===== config.mk =====
export PLATFORM = sky130hd
export DESIGN_NAME = tabulated_bit_hash_byte_generator
export DESIGN_NICKNAME = d
export VERILOG_FILES = /design/src/rtl/core/tbh_pkg.sv /design/src/rtl/core/tbh_hash.sv /design/src/rtl/core/tabulated_bit_hash_byte_generator.sv
export SDC_FILE = /design/constraint.sdc
export NUM_CORES = 1
export LEC_CHECK = 0
export BUFFER_PORTS_ARGS = -buffer_cell sky130_fd_sc_hd__buf_4
export CORE_ASPECT_RATIO = 0.5
export CORE_MARGIN = 1
export CORE_UTILIZATION = 36
export DETAILED_ROUTE_END_ITERATION = 10
export GPL_TIMING_DRIVEN = 0
export PLACE_DENSITY = 0.63
export SKIP_LAST_GASP = 1
export SYNTH_ARGS = -nofsm -noshare
export SYNTH_HDL_FRONTEND = slang
export SYNTH_SLANG_ARGS = --single-unit

===== constraint.sdc =====
create_clock -name i_clk -period 33 [get_ports i_clk]
set_input_delay 3.3 -clock i_clk [delete_from_list [all_inputs] [get_ports i_clk]]
set_output_delay 3.3 -clock i_clk [all_outputs]
set_load 0.005 [all_outputs]

===== src/rtl/core/tbh_pkg.sv =====
// ----------------------------------------------------------------------------
// tbh_pkg
// Shared types and constants for the tabulated bit hash byte generator.
// ----------------------------------------------------------------------------
package tbh_pkg;

    // table geometry
    localparam int TBL_DEPTH = 8;
    localparam int BYTE_W    = 8;
    localparam int SEED_W    = TBL_DEPTH * BYTE_W;

    // configuration port
    localparam int CFG_IDX_W = 1;

    typedef logic [BYTE_W-1:0] t_byte;
    typedef t_byte [TBL_DEPTH-1:0] t_tbl;

    // register indexes on the configuration port
    typedef enum logic [CFG_IDX_W-1:0] {
        CFG_SEED = 1'b0,
        CFG_MODE = 1'b1
    } t_cfg_idx;

    // tabulation term selection
    typedef enum logic {
        MODE_PLAIN  = 1'b0,
        MODE_SQUARE = 1'b1
    } t_tab_mode;

endpackage


===== src/rtl/core/tbh_hash.sv =====
// ----------------------------------------------------------------------------
// tbh_hash
// One tabulated bit hash of a byte: start sum plus one term per input bit,
// all mod 256. Eight parallel terms feed a short adder chain.
// ----------------------------------------------------------------------------
module tbh_hash (
    input  tbh_pkg::t_tbl      i_tbl,
    input  tbh_pkg::t_byte     i_cur,
    input  tbh_pkg::t_byte     i_sum,
    input  tbh_pkg::t_tab_mode i_mode,
    output tbh_pkg::t_byte     o_value
);

    tbh_pkg::t_byte             term [tbh_pkg::TBL_DEPTH];
    tbh_pkg::t_byte             base [tbh_pkg::TBL_DEPTH];
    tbh_pkg::t_byte             sq   [tbh_pkg::TBL_DEPTH];
    tbh_pkg::t_byte             acc;

    // per-bit terms; the square of -(e+i) equals the square of (e+i)
    always_comb begin
        for (int i = 0; i < tbh_pkg::TBL_DEPTH; i++) begin
            base[i] = i_tbl[i] + tbh_pkg::BYTE_W'(i)
                    + {{(tbh_pkg::BYTE_W-1){1'b0}}, i_cur[i]};
            sq[i]   = base[i] * base[i];
            if (i_mode == tbh_pkg::MODE_SQUARE) begin
                term[i] = sq[i];
            end else begin
                term[i] = i_cur[i] ? i_tbl[i] : '0;
            end
        end
    end

    // sum of start value and terms, wrapping at one byte
    always_comb begin
        acc = i_sum;
        for (int i = 0; i < tbh_pkg::TBL_DEPTH; i++) begin
            acc = acc + term[i];
        end
    end

    assign o_value = acc;

endmodule


===== src/rtl/core/tabulated_bit_hash_byte_generator.sv =====
// ----------------------------------------------------------------------------
// tabulated_bit_hash_byte_generator
// Pseudo-random byte stream from an eight-entry tabulated bit hash.
// ----------------------------------------------------------------------------
// Every input word on the slave stream yields exactly one output byte. A word
// with bit 0 of tdata set (restart) first reloads the table, start sum and
// current byte from the seed registers, then produces a byte. The hash, the
// table shift and the byte itself are done in the cycle the word is accepted,
// so one word per cycle is taken while the skid slot is free; the result goes
// to the output register, or to the skid slot if the output is held. The
// eight term units and adder chain are combinational. A two-deep output stage
// lets the slave side keep accepting while a byte waits on the master side.
// Configuration writes (seed, mode) are taken at any time but are meant to
// happen while the stream is idle; a new seed acts at the next restart, a new
// mode from the next word on.
// ----------------------------------------------------------------------------
module tabulated_bit_hash_byte_generator (
    input  logic                            i_clk,
    input  logic                            i_rst_n,
    // slave stream
    input  logic                            s_axis_tvalid,
    output logic                            s_axis_tready,
    input  logic [7:0]                      s_axis_tdata,  // [0] restart, [7:1] zero
    // master stream
    output logic                            m_axis_tvalid,
    input  logic                            m_axis_tready,
    output logic [7:0]                      m_axis_tdata,  // [7:0] value
    // configuration write channel
    input  logic                            i_cfg_valid,
    output logic                            o_cfg_ready,
    input  logic [tbh_pkg::CFG_IDX_W-1:0]   i_cfg_index,
    input  logic [tbh_pkg::SEED_W-1:0]      i_cfg_data
);

    // configuration registers
    tbh_pkg::t_tbl      r_seed;
    tbh_pkg::t_byte     r_seed_sum;
    tbh_pkg::t_tab_mode r_mode;
    tbh_pkg::t_byte     n_seed_sum;

    // generator state
    tbh_pkg::t_tbl      r_tbl;
    tbh_pkg::t_byte     r_sum;
    tbh_pkg::t_byte     r_cur;

    // output stage
    logic               r_out_vld, n_out_vld;
    logic               r_skid_vld, n_skid_vld;
    tbh_pkg::t_byte     r_out, n_out;
    tbh_pkg::t_byte     r_skid, n_skid;

    logic               in_fire;
    logic               out_fire;
    logic               restart;
    tbh_pkg::t_tbl      src_tbl;
    tbh_pkg::t_byte     src_sum;
    tbh_pkg::t_byte     src_cur;
    tbh_pkg::t_byte     nxt;
    tbh_pkg::t_tbl      cfg_bytes;

    assign o_cfg_ready = 1'b1;
    assign cfg_bytes   = tbh_pkg::t_tbl'(i_cfg_data);

    // byte sum of the incoming seed, kept ready for restarts
    always_comb begin
        n_seed_sum = '0;
        for (int i = 0; i < tbh_pkg::TBL_DEPTH; i++) begin
            n_seed_sum = n_seed_sum + cfg_bytes[i];
        end
    end

    // configuration writes
    always_ff @(posedge i_clk) begin
        if (!i_rst_n) begin
            r_seed     <= '0;
            r_seed_sum <= '0;
            r_mode     <= tbh_pkg::MODE_PLAIN;
        end else if (i_cfg_valid && o_cfg_ready) begin
            unique case (i_cfg_index)
                tbh_pkg::CFG_SEED: begin
                    r_seed     <= cfg_bytes;
                    r_seed_sum <= n_seed_sum;
                end
                tbh_pkg::CFG_MODE: begin
                    r_mode <= tbh_pkg::t_tab_mode'(i_cfg_data[0]);
                end
                default: begin
                end
            endcase
        end
    end

    // handshakes
    assign s_axis_tready = !r_skid_vld;
    assign in_fire       = s_axis_tvalid && s_axis_tready;
    assign out_fire      = r_out_vld && m_axis_tready;
    assign restart       = s_axis_tdata[0];

    // hash source: seed on restart, running state otherwise
    assign src_tbl = restart ? r_seed     : r_tbl;
    assign src_sum = restart ? r_seed_sum : r_sum;
    assign src_cur = restart ? r_seed_sum : r_cur;

    tbh_hash u_hash (
        .i_tbl   (src_tbl),
        .i_cur   (src_cur),
        .i_sum   (src_sum),
        .i_mode  (r_mode),
        .o_value (nxt)
    );

    // table shift and state update on every accepted word
    always_ff @(posedge i_clk) begin
        if (!i_rst_n) begin
            r_tbl <= '0;
            r_sum <= '0;
            r_cur <= '0;
        end else if (in_fire) begin
            for (int i = 1; i < tbh_pkg::TBL_DEPTH; i++) begin
                r_tbl[i] <= src_tbl[i-1];
            end
            r_tbl[0] <= nxt;
            r_sum    <= src_sum;
            r_cur    <= nxt;
        end
    end

    // output register with skid slot
    always_comb begin
        n_out_vld  = r_out_vld;
        n_skid_vld = r_skid_vld;
        n_out      = r_out;
        n_skid     = r_skid;
        if (in_fire) begin
            if (!r_out_vld || out_fire) begin
                n_out     = nxt;
                n_out_vld = 1'b1;
            end else begin
                n_skid     = nxt;
                n_skid_vld = 1'b1;
            end
        end else if (out_fire) begin
            if (r_skid_vld) begin
                n_out      = r_skid;
                n_skid_vld = 1'b0;
            end else begin
                n_out_vld = 1'b0;
            end
        end
    end

    always_ff @(posedge i_clk) begin
        if (!i_rst_n) begin
            r_out_vld  <= 1'b0;
            r_skid_vld <= 1'b0;
        end else begin
            r_out_vld  <= n_out_vld;
            r_skid_vld <= n_skid_vld;
        end
    end

    always_ff @(posedge i_clk) begin
        r_out  <= n_out;
        r_skid <= n_skid;
    end

    assign m_axis_tvalid = r_out_vld;
    assign m_axis_tdata  = r_out;

    // the skid slot only fills behind a held output word
    a_skid_behind_out: assert property (@(posedge i_clk) disable iff (!i_rst_n)
        r_skid_vld |-> r_out_vld)
        else $error("skid word without output word");

    // entry 0 of the table always mirrors the current byte
    a_tbl_head: assert property (@(posedge i_clk) disable iff (!i_rst_n)
        r_tbl[0] == r_cur)
        else $error("table head differs from current byte");

    // a restart takes the precomputed seed sum as start sum
    a_restart_sum: assert property (@(posedge i_clk) disable iff (!i_rst_n)
        (in_fire && restart) |=> (r_sum == $past(r_seed_sum)))
        else $error("start sum not reloaded on restart");

    // an accepted word always lands as the newest output byte
    a_word_lands: assert property (@(posedge i_clk) disable iff (!i_rst_n)
        in_fire |=> ((r_skid_vld && r_skid == r_cur) || (!r_skid_vld && r_out == r_cur)))
        else $error("generated byte lost");

endmodule

==> results.tsv <==
metric	value	unit
outcome	finished, final reports clean	
routabilityCongestion	0.952	
reg2reg_depth	32	
cpMaxStageDelayCell	fa_1	
swShare	43.8	%
p_seq_share	22.9	%
synth_edf_count	16	
start_kind	input pin	
synth_top_area_share	20.8	%
worstSetupEndpointType	register	
cts_sinks	163	
arrival	14.51	ns
post-route-period-util	43.1	%
antenna_found_initial	1	
dieHeight	147	um
stdcell_area	16900	um^2
dpl_cell_area	16300	um^2
drv_cap	0	
cts_setup_buffers	0	
dp_hpwl	40.0	mm
drc	0	
cp-startpoint	s_axis_tdata[0]	
core	40800	um^2
grt_pass1_vias	11900	
cp.required	33.29	ns
synthesis.nets	2067	
cts_inserted_buffers	17	
fin_crit	14.22	ns
worstPathMaxFanout	10	
drive_above_1_share	7.74	%
power.density	63.3	nW/um^2
yosysMostFrequentCell	nand2_1	
crit_family	adder cells	
crit_type	input pin to register	
slew_viol_final	0	
holdPathEnd	r_cur[4]$_SDFFE_PN0P_	
synthTopCellsByCount	nand2_1, inv_1, fa_1	
clk_latency	0.43	ns
rsz0062_at_grt	no	
fin_setup_tns	0	ns
synth_area_leaders	fa_1, dfxtp_1, ha_1, nand2_1, xnor2_1	
hold_violations	0	
setup_viol	0	
drt-pass1-iter-count	5	
netlist-cell-type-count	47	
syn_area	15000	um^2
start_util	36.9	%
rows	52	
cts_hold_buf	0	
min_from	r_cur[4]$_SDFFE_PN0P_	
postRouteAntennaNets	0	
via_per_inst	5.26	
r2r-end	m_axis_tdata[7]$_DFFE_PP_	
power.leakage	0.00790	uW
tightest_slew	0.981	ns
drt_wl_total	47.9	mm
total_power	1070	uW
fin_skew	0.0126	ns
cp_num_buf_inv	14	
detail_route.wl_per_cell	20.3	um
synth-seq-area-share	22.8	%
power_frac_comb	58.8	%
nNetsFinal	2166	
io_buffers	80	
holdPathStages	2	
yosys.area.top_type	fa_1	
grt_usage	22.7	%
cpPeakStageDelay	0.55	ns
fmax	0.0703	GHz
rrSetupSlack	23.27	ns
ys_seq_elements	163	
ioPinCount	89	
pwr-share-clk	18.2	%
clk_path_buf_depth	2	
gr-total-overflow	0	
switching_power	469	uW
area_growth	12.2	%
path_clk_slew	0.08	ns
syn-instance-count	1710	
intPower	601	uW
grt_max_degree	17	
n_antenna_cell	0	
die_x	291	um
synth_area_per_cell	8.80	um^2
reg2reg_from	r_cur[6]$_SDFFE_PN0P_	
die_area	42700	um^2
grt_pass1_wl	72.8	mm
ys_warn_count	0	
cts_tree	built	
yosys_most_used_dff	dfxtp_1	
cts_root_buf	clkbuf_16	
async_flop_share	0	%
drtIter0Drc	1140	
cts_max_level	4	
slew_headroom	32.7	%
hp-class	register to register	
cts.repair.resized	0	
vias	12400	
vdd_drop_max	36.2	uV
[flip-flops by register name (all words and copies together), names as in the netlist]
register	cells
m_axis_tvalid	1
m_axis_tdata	8
r_sum	8
r_skid_vld	1
r_tbl	56
r_mode	1
r_skid	8
r_seed	64
r_cur	8
r_seed_sum	8
[per-stage QoR]
stage	util (%)	hold WS, ns	setup slack (ns)	cells
2_1_floorplan	-	0.432	20.29	1710
3_3_place_gp	40.0	0.443	18.42	2330
3_5_place_dp	40.0	0.449	18.45	2330
4_1_cts	41.4	0.464	18.86	2362
5_1_grt	41.4	0.481	18.25	2362
6_report	41.4	0.469	18.78	2362
[worst max-delay path by stage]
stage	endpoint	slack (ns)	depth (start not counted)
2_1_floorplan	m_axis_tdata[7]$_DFFE_PP_	20.29	41
3_3_place_gp	m_axis_tdata[7]$_DFFE_PP_	18.42	41
3_5_place_dp	m_axis_tdata[7]$_DFFE_PP_	18.45	41
4_1_cts	m_axis_tdata[7]$_DFFE_PP_	18.86	41
5_1_grt	m_axis_tdata[7]$_DFFE_PP_	18.25	41
6_report	m_axis_tdata[7]$_DFFE_PP_	18.78	41
[cells in the final DEF (no fill, tap or decap), types with 68 or more instances in the layout]
cell and instances:
a21oi_1 136, buf_4 82, xnor2_1 87, clkbuf_1 68
dfxtp_1 147, nand2_1 214, inv_1 198, fa_1 156
nor2_1 134, ha_1 123
[cell families after synthesis]
family / share of synthesized area, %
adder cells (fa/ha/maj): 31.0
flip-flops: 22.8
buffers and inverters: 7.13
other: 0.0249
XOR/XNOR: 8.72
AND/OR/NAND/NOR: 13.7
AO/OA/AOI/OAI: 12.2
multiplexers: 4.47
[power by group through the flow]
stage          Clock (uW)  Combinational, uW  Sequential, uW
2_1_floorplan           0                456             241
3_3_place_gp            0                619             248
3_5_place_dp            0                629             248
4_1_cts               196                635             244
5_1_grt               205                706             247
6_report              195                629             245
[worst reg2reg max path, delay by kind of cell (launching register included)]
kind	cells	cell delay, ns
AOI/OAI and AO/OA	7	1.96
xor gates and xnor gates	4	1.31
adders and majority gates	11	4.57
buffers and inverters	6	0.43
DFF	1	0.32
and+or+nand+nor	4	0.98
[routing by layer]
layer / share of wire (%) / vias up / track usage, % / wire, um
li1: - / 5784 / - / -
met1: 46 / 6085 / 32.9 / 21800
met2: 44 / 495 / 35.0 / 21000
met3: 9.7 / 52 / 4.80 / 4640
met4: 0.77 / 0 / 3.28 / 370
met5: 0 / - / 0 / 0
[area by class of cell]
class | count | area [um^2]
Sequential cell | 163 | 3420
Timing Repair Buffer | 80 | 601
Clock buffer | 19 | 454
Buffer | 80 | 322
Tap cell | 540 | 676
Multi-Input combinational cell | 1267 | 10500
Fill cell | 4068 | 23900
Inverter | 200 | 751
Clock inverter | 13 | 111
Power figures use the tool's default switching activity.
